`src/sv/gic_pkg.sv`:
```
// ----------------------------------------------------------------------------
// gic_pkg
// types, widths, codes and reset values of the gamepad input conditioner
// ----------------------------------------------------------------------------
package gic_pkg;

   localparam int NUM_BUTTONS_DEF = 21;
   localparam int AXIS_COUNT      = 6;
   localparam int STICK_COUNT     = 4;
   localparam int AXIS_SEL_W      = $clog2(AXIS_COUNT);

   localparam int ACTION_W  = 3;
   localparam int INST_W    = 16;
   localparam int INDEX_W   = 5;
   localparam int AXIS_W    = 16;
   localparam int TRIG_W    = 15;
   localparam int BUTTONS_W = 21;

   localparam int THR_W    = 15;
   localparam int GAIN_W   = 20;
   localparam int PERIOD_W = 16;
   localparam int PROD_W   = THR_W + GAIN_W;
   localparam int ROUND_W  = PROD_W + 1;
   localparam int FRAC_W   = 16;

   localparam int REQ_DATA_W  = 40;
   localparam int REQ_USED_W  = INST_W + INDEX_W + AXIS_W;
   localparam int RSP_USED_W  = 4 * AXIS_W + 2 * TRIG_W + BUTTONS_W;
   localparam int RSP_DATA_W  = 120;
   localparam int CSR_INDEX_W = 2;
   localparam int CSR_DATA_W  = 20;

   localparam logic [THR_W-1:0]    THR_RESET    = 15'd1638;
   localparam logic [GAIN_W-1:0]   GAIN_RESET   = 20'd68985;
   localparam logic [PERIOD_W-1:0] PERIOD_RESET = 16'd20;
   localparam logic                STICKY_RESET = 1'b0;

   localparam logic signed [AXIS_W-1:0] AXIS_MOST_NEG = 16'sh8000;
   localparam logic [TRIG_W-1:0]        MAG_MAX       = 15'h7fff;
   localparam logic [ROUND_W-1:0]       ROUND_HALF    = 36'd32768;
   localparam logic [PERIOD_W-1:0]      TICKS_MAX     = 16'hffff;

   typedef enum logic [ACTION_W-1:0] {
      ACT_AXIS     = 3'd0,
      ACT_BTN_DOWN = 3'd1,
      ACT_BTN_UP   = 3'd2,
      ACT_TICK     = 3'd3,
      ACT_ATTACH   = 3'd4,
      ACT_DETACH   = 3'd5
   } action_type;

   typedef enum logic [CSR_INDEX_W-1:0] {
      CSR_DEADZONE = 2'd0,
      CSR_GAIN     = 2'd1,
      CSR_PERIOD   = 2'd2,
      CSR_STICKY   = 2'd3
   } csr_index_type;

   typedef struct packed {
      logic [THR_W-1:0]    threshold;
      logic [GAIN_W-1:0]   gain;
      logic [PERIOD_W-1:0] period;
      logic                sticky;
   } cfg_type;

   typedef struct packed {
      action_type                 action;
      logic [INST_W-1:0]          source_id;
      logic [INDEX_W-1:0]         item_index;
      logic signed [AXIS_W-1:0]   axis_value;
   } req_type;

   typedef struct packed {
      logic signed [AXIS_W-1:0] left_x;
      logic signed [AXIS_W-1:0] left_y;
      logic signed [AXIS_W-1:0] right_x;
      logic signed [AXIS_W-1:0] right_y;
      logic [TRIG_W-1:0]        trigger_left;
      logic [TRIG_W-1:0]        trigger_right;
      logic [BUTTONS_W-1:0]     buttons;
   } rsp_type;

endpackage

```
`src/sv/gic_csr.sv`:
```
// ----------------------------------------------------------------------------
// gic_csr
// configuration registers, written through the plain write port
// ----------------------------------------------------------------------------
module gic_csr
   import gic_pkg::*;
(
   input  logic                   clock,
   input  logic                   reset,
   input  logic                   csr_we,
   input  logic [CSR_INDEX_W-1:0] csr_index,
   input  logic [CSR_DATA_W-1:0]  csr_wdata,
   output cfg_type                cfg
);

   cfg_type cfg_ff;
   cfg_type cfg_in;

   always_comb begin
      cfg_in = cfg_ff;
      if (csr_we) begin
         unique case (csr_index_type'(csr_index))
            CSR_DEADZONE: cfg_in.threshold = csr_wdata[THR_W-1:0];
            CSR_GAIN:     cfg_in.gain      = csr_wdata[GAIN_W-1:0];
            CSR_PERIOD:   cfg_in.period    = csr_wdata[PERIOD_W-1:0];
            CSR_STICKY:   cfg_in.sticky    = csr_wdata[0];
         endcase
      end
   end

   always_ff @(posedge clock) begin
      if (reset) begin
         cfg_ff.threshold <= THR_RESET;
         cfg_ff.gain      <= GAIN_RESET;
         cfg_ff.period    <= PERIOD_RESET;
         cfg_ff.sticky    <= STICKY_RESET;
      end else begin
         cfg_ff <= cfg_in;
      end
   end

   assign cfg = cfg_ff;

endmodule

```
`src/sv/gic_stick_cond.sv`:
```
// ----------------------------------------------------------------------------
// gic_stick_cond
// stick deadzone, q16 gain with rounding, saturation and negation
// ----------------------------------------------------------------------------
module gic_stick_cond
   import gic_pkg::*;
(
   input  logic signed [AXIS_W-1:0] raw,
   input  logic [THR_W-1:0]         threshold,
   input  logic [GAIN_W-1:0]        gain,
   output logic signed [AXIS_W-1:0] value
);

   logic [AXIS_W-1:0]  abs_full;
   logic [THR_W-1:0]   abs_v;
   logic [THR_W-1:0]   mag_adj;
   logic [PROD_W-1:0]  prod;
   logic [ROUND_W-1:0] rounded;
   logic [ROUND_W-FRAC_W-1:0] scaled;
   logic [TRIG_W-1:0]  sat;

   always_comb begin
      abs_full = raw[AXIS_W-1] ? AXIS_W'(-raw) : AXIS_W'(raw);
      // most negative reading folds onto -32767
      abs_v    = (raw == AXIS_MOST_NEG) ? MAG_MAX : abs_full[THR_W-1:0];
      mag_adj  = (abs_v > threshold) ? THR_W'(abs_v - threshold) : '0;
      prod     = PROD_W'(mag_adj) * PROD_W'(gain);
      rounded  = ROUND_W'(prod) + ROUND_HALF;
      scaled   = rounded[ROUND_W-1:FRAC_W];
      sat      = (|scaled[ROUND_W-FRAC_W-1:TRIG_W]) ? MAG_MAX : scaled[TRIG_W-1:0];
      value    = raw[AXIS_W-1] ? $signed({1'b0, sat}) : $signed(AXIS_W'(-{1'b0, sat}));
   end

endmodule

```
`src/sv/gic_core.sv`:
```
// ----------------------------------------------------------------------------
// gic_core
// binding, axis store, button word, tick counter and publish decision
// ----------------------------------------------------------------------------
module gic_core
   import gic_pkg::*;
#(
   parameter int NUM_BUTTONS = NUM_BUTTONS_DEF
)
(
   input  logic    clock,
   input  logic    reset,
   input  cfg_type cfg,
   input  logic    advance,
   input  req_type item,
   output logic    publish,
   output rsp_type result
);

   logic                     connected_ff, connected_in;
   logic [INST_W-1:0]        bound_ff, bound_in;
   logic signed [AXIS_W-1:0] axis_ff [AXIS_COUNT];
   logic signed [AXIS_W-1:0] axis_in [AXIS_COUNT];
   logic [NUM_BUTTONS-1:0]   button_ff, button_in;
   logic                     changed_ff, changed_in;
   logic [PERIOD_W-1:0]      ticks_ff, ticks_in;

   logic signed [AXIS_W-1:0] stick_value;
   logic signed [AXIS_W-1:0] new_value;
   logic [AXIS_SEL_W-1:0]    axis_sel;
   logic                     ours;
   logic                     axis_ok;
   logic                     button_ok;
   logic [NUM_BUTTONS-1:0]   button_mask;
   logic                     button_cur;
   logic                     press;
   logic [PERIOD_W-1:0]      ticks_next;
   logic [BUTTONS_W+NUM_BUTTONS-1:0] button_pad;

   gic_stick_cond u_stick_cond (
      .raw       (item.axis_value),
      .threshold (cfg.threshold),
      .gain      (cfg.gain),
      .value     (stick_value)
   );

   always_comb begin
      axis_sel    = item.item_index[AXIS_SEL_W-1:0];
      ours        = connected_ff && (item.source_id == bound_ff);
      axis_ok     = item.item_index < INDEX_W'(AXIS_COUNT);
      button_ok   = {1'b0, item.item_index} < (INDEX_W + 1)'(NUM_BUTTONS);
      button_mask = NUM_BUTTONS'(1) << item.item_index;
      button_cur  = |(button_ff & button_mask);
      press       = item.action == ACT_BTN_DOWN;
      ticks_next  = (ticks_ff == TICKS_MAX) ? ticks_ff : PERIOD_W'(ticks_ff + 1'b1);
      if (item.item_index < INDEX_W'(STICK_COUNT)) begin
         new_value = stick_value;
      end else begin
         new_value = item.axis_value[AXIS_W-1] ? '0 : item.axis_value;
      end

      connected_in = connected_ff;
      bound_in     = bound_ff;
      axis_in      = axis_ff;
      button_in    = button_ff;
      changed_in   = changed_ff;
      ticks_in     = ticks_ff;
      publish      = 1'b0;

      if (advance) begin
         unique case (item.action) inside
            ACT_AXIS: begin
               if (ours && axis_ok && (axis_ff[axis_sel] != new_value)) begin
                  axis_in[axis_sel] = new_value;
                  changed_in        = 1'b1;
               end
            end
            ACT_BTN_DOWN, ACT_BTN_UP: begin
               if (ours && button_ok) begin
                  if (cfg.sticky ? press : (button_cur != press)) begin
                     button_in  = button_ff ^ button_mask;
                     changed_in = 1'b1;
                  end
               end
            end
            ACT_TICK: begin
               if (connected_ff) begin
                  if (changed_ff || ((cfg.period != '0) && (ticks_next >= cfg.period))) begin
                     publish    = 1'b1;
                     changed_in = 1'b0;
                     ticks_in   = '0;
                  end else begin
                     ticks_in = ticks_next;
                  end
               end
            end
            ACT_ATTACH: begin
               if (!connected_ff) begin
                  connected_in = 1'b1;
                  bound_in     = item.source_id;
                  axis_in      = '{default: '0};
                  button_in    = '0;
                  changed_in   = 1'b0;
                  ticks_in     = '0;
                  publish      = 1'b1;
               end
            end
            ACT_DETACH: begin
               if (ours) begin
                  connected_in = 1'b0;
                  bound_in     = '0;
                  axis_in      = '{default: '0};
                  button_in    = '0;
                  changed_in   = 1'b0;
                  ticks_in     = '0;
               end
            end
            default: begin
            end
         endcase
      end
   end

   // attach publishes the cleared state
   always_comb begin
      button_pad = {{BUTTONS_W{1'b0}}, button_ff};
      if (item.action == ACT_ATTACH) begin
         result = '0;
      end else begin
         result.left_x        = axis_ff[0];
         result.left_y        = axis_ff[1];
         result.right_x       = axis_ff[2];
         result.right_y       = axis_ff[3];
         result.trigger_left  = axis_ff[4][TRIG_W-1:0];
         result.trigger_right = axis_ff[5][TRIG_W-1:0];
         result.buttons       = button_pad[BUTTONS_W-1:0];
      end
   end

   always_ff @(posedge clock) begin
      if (reset) begin
         connected_ff <= 1'b0;
         bound_ff     <= '0;
         axis_ff      <= '{default: '0};
         button_ff    <= '0;
         changed_ff   <= 1'b0;
         ticks_ff     <= '0;
      end else begin
         connected_ff <= connected_in;
         bound_ff     <= bound_in;
         axis_ff      <= axis_in;
         button_ff    <= button_in;
         changed_ff   <= changed_in;
         ticks_ff     <= ticks_in;
      end
   end

endmodule

```
`src/sv/gamepad_input_conditioner.sv`:
```
// pipeline: a request is registered at acceptance and its result, if any, is
// registered as the request advances, which waits while a result is stalled
// throughput: one request per cycle without a stall, set by the state update loop
// reset: synchronous, active high; clears binding, axes, buttons, tick count and
// both pipeline valid flags, and loads the configuration reset values
// ----------------------------------------------------------------------------
// gamepad_input_conditioner
// conditions gamepad events and publishes the controller state
// ----------------------------------------------------------------------------
module gamepad_input_conditioner
   import gic_pkg::*;
#(
   parameter int NUM_BUTTONS = NUM_BUTTONS_DEF
)
(
   input  logic                   clock,
   input  logic                   reset,

   input  logic                   req_tvalid,
   output logic                   req_tready,
   // source_id[15:0], item_index[20:16], axis_value[36:21], zero fill
   input  logic [REQ_DATA_W-1:0]  req_tdata,
   // action[2:0]
   input  logic [ACTION_W-1:0]    req_tuser,

   output logic                   rsp_tvalid,
   input  logic                   rsp_tready,
   // left_x, left_y, right_x, right_y, trigger_left, trigger_right, buttons, zero fill
   output logic [RSP_DATA_W-1:0]  rsp_tdata,

   input  logic                   csr_we,
   input  logic [CSR_INDEX_W-1:0] csr_index,
   input  logic [CSR_DATA_W-1:0]  csr_wdata
);

   cfg_type cfg;
   req_type req_item;
   req_type s1_req_ff;
   logic    s1_valid_ff, s1_valid_in;
   logic    advance;
   logic    publish;
   rsp_type result;
   logic    rsp_valid_ff, rsp_valid_in;
   logic [RSP_DATA_W-1:0] rsp_data_ff;

   gic_csr u_csr (
      .clock     (clock),
      .reset     (reset),
      .csr_we    (csr_we),
      .csr_index (csr_index),
      .csr_wdata (csr_wdata),
      .cfg       (cfg)
   );

   always_comb begin
      req_item.action      = action_type'(req_tuser);
      req_item.source_id   = req_tdata[INST_W-1:0];
      req_item.item_index  = req_tdata[INST_W+INDEX_W-1:INST_W];
      req_item.axis_value  = $signed(req_tdata[REQ_USED_W-1:INST_W+INDEX_W]);
   end

   assign advance     = s1_valid_ff && (!rsp_valid_ff || rsp_tready);
   assign req_tready  = !s1_valid_ff || advance;
   assign s1_valid_in = (req_tvalid && req_tready) || (s1_valid_ff && !advance);

   always_ff @(posedge clock) begin
      if (reset) begin
         s1_valid_ff <= 1'b0;
      end else begin
         s1_valid_ff <= s1_valid_in;
      end
   end

   always_ff @(posedge clock) begin
      if (req_tvalid && req_tready) begin
         s1_req_ff <= req_item;
      end
   end

   gic_core #(
      .NUM_BUTTONS (NUM_BUTTONS)
   ) u_core (
      .clock   (clock),
      .reset   (reset),
      .cfg     (cfg),
      .advance (advance),
      .item    (s1_req_ff),
      .publish (publish),
      .result  (result)
   );

   assign rsp_valid_in = publish || (rsp_valid_ff && !rsp_tready);

   always_ff @(posedge clock) begin
      if (reset) begin
         rsp_valid_ff <= 1'b0;
      end else begin
         rsp_valid_ff <= rsp_valid_in;
      end
   end

   always_ff @(posedge clock) begin
      if (publish) begin
         rsp_data_ff <= {{(RSP_DATA_W-RSP_USED_W){1'b0}},
                         result.buttons, result.trigger_right, result.trigger_left,
                         result.right_y, result.right_x, result.left_y, result.left_x};
      end
   end

   assign rsp_tvalid = rsp_valid_ff;
   assign rsp_tdata  = rsp_data_ff;

endmodule

```
`config.mk`:
```
export PLATFORM = sky130hd
export DESIGN_NAME = gamepad_input_conditioner
export DESIGN_NICKNAME = d
export VERILOG_FILES = /design/src/sv/gic_pkg.sv /design/src/sv/gic_csr.sv /design/src/sv/gic_stick_cond.sv /design/src/sv/gic_core.sv /design/src/sv/gamepad_input_conditioner.sv
export SDC_FILE = /design/constraint.sdc
export NUM_CORES = 1
export LEC_CHECK = 0
export ABC_AREA = 0
export BUFFER_PORTS_ARGS = -buffer_cell sky130_fd_sc_hd__buf_4
export CORE_MARGIN = 3
export CORE_UTILIZATION = 58
export DETAILED_ROUTE_END_ITERATION = 8
export PLACE_DENSITY = 0.83
export SYNTH_ARGS = -nofsm -noshare
export SYNTH_HDL_FRONTEND = slang
export SYNTH_SLANG_ARGS = --single-unit
```
`constraint.sdc`:
```
create_clock -name clock -period 41.3 [get_ports clock]
set_input_delay 4.13 -clock clock [delete_from_list [all_inputs] [get_ports clock]]
set_output_delay 4.13 -clock clock [all_outputs]
set_load 0.005 [all_outputs]
```
==> impl_metrics.json, run 1 <==
{
  "final_common_cell": "nand2_1",
  "fmaxAchievable_mhz": 52.7,
  "antenna_found_initial": 3,
  "synth_edf_count": 155,
  "numCtsBuffers": 38,
  "grt_overflow": 0,
  "synth_area_sq_um": 27700,
  "arrival_ns": 19.45,
  "crit_type": "flop to flop",
  "async_flop_share_pct": 0,
  "yosysWarnings": 0,
  "skew_ns": 0.0270,
  "fp-row-count": 79,
  "cts_resized": 0,
  "gp_congestion": 0.948,
  "layout_common_cells": "369 x nand2_1, 306 x inv_1, 234 x fa_1, 219 x buf_4, 205 x dfxtp_1",
  "synth_cells": 2946,
  "critPathRequiredTime_ns": 41.78,
  "grt_usage_pct": 30.2,
  "grt_pass1_vias": 23131,
  "ant_nets": 0,
  "yosysUniqueCellTypes": 96,
  "fp.dieH_um": 225,
  "dieArea_sq_um": 50400,
  "grt_pass1_wl_um": 122000,
  "period_share_pct": 45.9,
  "vias": 22834,
  "antenna_cells": 0,
  "startpoint_type": "flop",
  "drtIter0Drc": 2274,
  "drc": 0,
  "place_hpwl_um": 57100,
  "worstReg2RegStart": "s1_req_ff[1]",
  "crit_top_cell": "fa_1",
  "ys_seq_area_share_pct": 31.6,
  "crit_fanout": 85,
  "clk_pin_slew_ns": 0.06,
  "area_growth_pct": 11.2,
  "hold_path.class": "flop to flop",
  "insertion_delay_ns": 0.56,
  "clock_tree.buffer_depth": 3,
  "drive_above_1_share_pct": 11.4,
  "synthFlopType": "dfxtp_1",
  "die_x_um": 225,
  "period_minus_slack_ns": 18.97,
  "relSlewSlack_pct": 14.0,
  "end_kind": "flop",
  "max_stage_delay_ns": 0.90,
  "grt_max_degree": 96,
  "worst_pin_slew_ns": 1.28,
  "root_buffer": "clkbuf_16",
  "status": "finished, final reports clean",
  "cts.repair_timing.setup_buffer_count": 0,
  "io_buffers": 183,
  "setup_viol_count_final": 0,
  "ys_ff_latch": 360,
  "viasPerCell": 6.23,
  "routedWlPerCell_um": 21.0,
  "cts_tree": "yes",
  "pin_count": 192,
  "max-cap-violations": 0,
  "cts_max_level": 2,
  "cts.sinks": 360,
  "final_nets": 3503,
  "tns_ns": 0,
  "critPathSlowestCell": "xnor2_2",
  "min-delay-start": "u_csr.cfg[45]",
  "placeableCoreArea_sq_um": 46900,
  "crit_start": "s1_req_ff[1]",
  "drtPass1Iterations": 8,
  "routed_wl_um": 76800,
  "synth_area_per_cell_sq_um": 9.41,
  "rsz0062_at_grt": "no",
  "start_util_pct": 59.1,
  "drv_slew": 0,
  "postCtsHoldBufs": 0,
  "finalHoldViolations": 0
}
==> registers in the layout (all words and copies together) (netlist names) <==
signal / count
u_core.axis_ff: 96
rsp_tdata: 115
s1_req_ff: 40
u_core.bound_ff: 16
u_csr.cfg: 52
u_core.button_ff: 21
u_core.connected_ff: 1
rsp_tvalid: 1
u_core.ticks_ff: 16
s1_valid_ff: 1
u_core.changed_ff: 1
==> critical path, delay by kind of cell (launching register included) <==
family          cells  cell delay [ns]
compound gates     21             6.36
xor+xnor            1             0.90
fa+ha+maj          11             4.27
buf+inv             4             0.62
flops               1             0.50
simple gates       19             6.17
==> through the flow <==
step                util [%]  cells  cell area (sq um)  setup slack [ns]  hold WS (ns)
floorplan                  -   2950              27700             27.34         0.431
global placement        62.8   3595              29400             23.24         0.444
detailed placement      62.8   3595              29400             22.87         0.447
CTS                     65.8   3665              30800             22.80         0.456
global route            65.8   3665              30800             21.52         0.486
finish                  65.8   3665              30800             22.33         0.456
==> cells in the mapped netlist (13+ instances only) <==
library cell | instances | share of area (%)
a22oi_1 | 41 | 1.1
nand3b_1 | 14 | 0.38
nand2b_1 | 14 | 0.32
ha_1 | 171 | 7.7
and2_1 | 141 | 3.2
a211o_1 | 15 | 0.47
nand4_1 | 24 | 0.54
o21ai_0 | 60 | 1.1
a21o_1 | 28 | 0.76
xnor2_1 | 47 | 1.5
nor2b_1 | 114 | 2.6
or3_1 | 16 | 0.36
a21oi_1 | 114 | 2.1
xor2_1 | 18 | 0.57
a31oi_1 | 20 | 0.45
o21a_1 | 13 | 0.35
nor3_1 | 38 | 0.69
edfxtp_1 | 155 | 17
mux2i_1 | 26 | 0.94
buf_2 | 14 | 0.25
o22ai_1 | 23 | 0.52
dfxtp_1 | 205 | 15
clkbuf_1 | 144 | 2.0
fa_1 | 234 | 17
nor2_1 | 170 | 2.3
o2bb2ai_1 | 16 | 0.51
inv_1 | 306 | 4.1
and3_1 | 30 | 0.68
nand3_1 | 64 | 1.2
a32o_1 | 79 | 2.9
nand2_1 | 369 | 5.0
nor4_1 | 17 | 0.38
==> cell type report <==
class | count | area, sq um
clock buffer | 48 | 1060
clock inverter | 22 | 302
fill | 3630 | 16000
inverter | 306 | 1150
multi-input combinational | 2103 | 17100
sequential | 360 | 8760
tap | 607 | 759
timing repair buffer | 219 | 1640
==> logic make-up (layout without fill, tap and decap cells) <==
logic type / Yosys count / count (layout) / share of synthesized area [%]
flip-flops: 360 / 360 / 31.6
multiplexers: 32 / 32 / 1.20
other: 1 / 5 / 0.0135
XOR/XNOR: 65 / 65 / 2.05
adder cells (fa/ha/maj): 405 / 405 / 24.6
AO/OA/AOI/OAI: 542 / 542 / 14.6
buffers and inverters: 487 / 595 / 6.96
AND/OR/NAND/NOR: 1054 / 1054 / 18.9
==> per-layer routing <==
| layer | part of all wire [%] | routed length, um | vias up | GRT usage, % |
|---|---|---|---|---|
| met5 | 0.014 | 11 | - | 0 |
| met4 | 3.4 | 2630 | 2 | 10.9 |
| met3 | 10 | 7830 | 210 | 6.70 |
| met2 | 47 | 35800 | 1207 | 48.5 |
| met1 | 40 | 30500 | 11168 | 40.6 |
| li1 | - | - | 10247 | - |
==> final timing paths <==
check,endpoint,slack (ns),cells past startpoint
max,u_core.axis_ff[79],22.33,56
min,u_csr.cfg[45],0.46,2
max reg2reg,u_core.axis_ff[79],22.33,56
min reg2reg,u_csr.cfg[45],0.46,2
Power of run 1 is left out: the tool's default activity adds up to more than one toggle a clock period on the data nets, which glitch-free logic cannot reach.
==> inputs of run 2 (changes only) <==
==> constraint.sdc (replaced) <==
create_clock -name clock -period 17.75 [get_ports clock]
set_input_delay 1.775 -clock clock [delete_from_list [all_inputs] [get_ports clock]]
set_output_delay 1.775 -clock clock [all_outputs]
set_load 0.005 [all_outputs]
==> impl_metrics.json, run 2 (synthesis results as in run 1) <==
{
  "end_kind": "flop",
  "grt_max_degree": 116,
  "final_nets": 3508,
  "numCtsBuffers": 37,
  "startpoint_type": "flop",
  "setup_viol_count_final": 0,
  "crit_family": "compound AO/OA/AOI/OAI gates",
  "critPathSlowestCell": "a311oi_4",
  "layout_common_cells": "369 x nand2_1, 306 x inv_1, 234 x fa_1, 225 x buf_4, 205 x dfxtp_1",
  "root_buffer": "clkbuf_16",
  "period_minus_slack_ns": 16.85,
  "grt_pass1_vias": 23088,
  "max-cap-violations": 0,
  "placeableCoreArea_sq_um": 46900,
  "gp_congestion": 0.932,
  "clk_pin_slew_ns": 0.07,
  "whs_ns": 0.457,
  "cts_tree": "yes",
  "drtPass1Iterations": 8,
  "largest_reg_flops": 115,
  "routedWlPerCell_um": 20.8,
  "min-delay-start": "u_csr.cfg[40]",
  "skew_ns": 0.0371,
  "worstReg2RegStart": "s1_req_ff[1]",
  "drc": 0,
  "arrival_ns": 17.30,
  "period_share_pct": 94.9,
  "insertion_delay_ns": 0.57,
  "crit_top_cell": "fa_1",
  "cts.sinks": 360,
  "dieArea_sq_um": 50400,
  "relSlewSlack_pct": 14.5,
  "vias": 22771,
  "drv_slew": 0,
  "ant_nets": 0,
  "area_growth_pct": 10.8,
  "maxUsedRoutingLayer": "met5",
  "die_x_um": 225,
  "dp_worst_setup_slack_ns": 1.04,
  "fp.dieH_um": 225,
  "antenna_found_initial": 2,
  "crit_fanout": 21,
  "status": "finished, final reports clean",
  "holdPathEnd": "u_csr.cfg[40]",
  "wl_met2_um": 35800,
  "grt_overflow": 0,
  "critPathRequiredTime_ns": 18.20,
  "worst_pin_slew_ns": 1.27,
  "route.met3.wl_um": 7800,
  "fmaxAchievable_mhz": 59.3,
  "drive_above_1_share_pct": 11.2,
  "rr_endpoint": "u_core.axis_ff[34]",
  "reg2regPathDepth": 57,
  "max_stage_delay_ns": 0.71,
  "clock_tree.buffer_depth": 3,
  "start_util_pct": 59.1,
  "drtIter0Drc": 2243,
  "grt_pass1_wl_um": 122000,
  "finalHoldViolations": 0,
  "wl_met1_um": 30400,
  "grt_usage_pct": 30.2,
  "crit_type": "flop to flop",
  "pin_count": 192,
  "routed_wl_um": 76400,
  "viasPerCell": 6.21,
  "place_hpwl_um": 56900,
  "cts_max_level": 2,
  "fin_ws_ns": 0.900,
  "rsz0062_at_grt": "no",
  "holdPathStages": 2,
  "hold_path.class": "flop to flop",
  "io_buffers": 183,
  "postCtsHoldBufs": 0,
  "fp-row-count": 79,
  "final_common_cell": "nand2_1",
  "rrSetupSlack_ns": 0.90,
  "tns_ns": 0,
  "path_buf_inv": 5
}
## run 2: layer usage
layer	global-route usage (%)	vias to the layer above
met3	6.75	189
li1	-	10278
met2	49.0	1240
met4	10.4	2
met1	40.5	11062
met5	0	-
## run 2: tightest hold or removal path, cell delays in order (launching register included)
cell and delay [ns]:
dfxtp_1 0.31, nand2_1 0.05, a21oi_1 0.05
## run 2: area by class of cell
| class | count | area (sq um) |
|---|---|---|
| fillers | 3698 | 16200 |
| well taps | 607 | 759 |
| multi-input cells | 2103 | 17100 |
| diodes | 1 | 2.50 |
| clock buffers | 50 | 1010 |
| inverters | 306 | 1150 |
| clock inverters | 16 | 191 |
| repair buffers | 225 | 1690 |
| flip-flops and latches | 360 | 8760 |
## run 2: how the worst max path moves through the flow
stage | start | endpoint | slack, ns | cells past startpoint
floorplan | s1_req_ff[1] | u_core.axis_ff[9] | 3.79 | 60
global placement | s1_req_ff[1] | u_core.axis_ff[73] | 1.27 | 57
detailed placement | s1_req_ff[1] | u_core.axis_ff[64] | 1.04 | 57
CTS | s1_req_ff[1] | u_core.axis_ff[64] | 0.98 | 57
global route | s1_req_ff[1] | u_core.axis_ff[34] | 0.03 | 55
finish | s1_req_ff[1] | u_core.axis_ff[34] | 0.90 | 57
## run 2: metrics by stage
| step | cells | instance area (sq um) | utilization, % |
|---|---|---|---|
| 3_3_place_gp | 3601 | 29500 | 62.9 |
| 4_1_cts | 3667 | 30700 | 65.5 |
| 6_report | 3668 | 30700 | 65.5 |
| 5_1_grt | 3667 | 30700 | 65.5 |
| 2_1_floorplan | 2950 | 27700 | - |
| 3_5_place_dp | 3601 | 29500 | 62.9 |
## run 2: repair_timing
item                       4_1_cts  5_1_grt
setup endpoints to repair        0       91
setup buffers                    0        0
gates resized for setup          0        2
hold endpoints to repair         0        0
Power of run 2 is left out for the same reason.
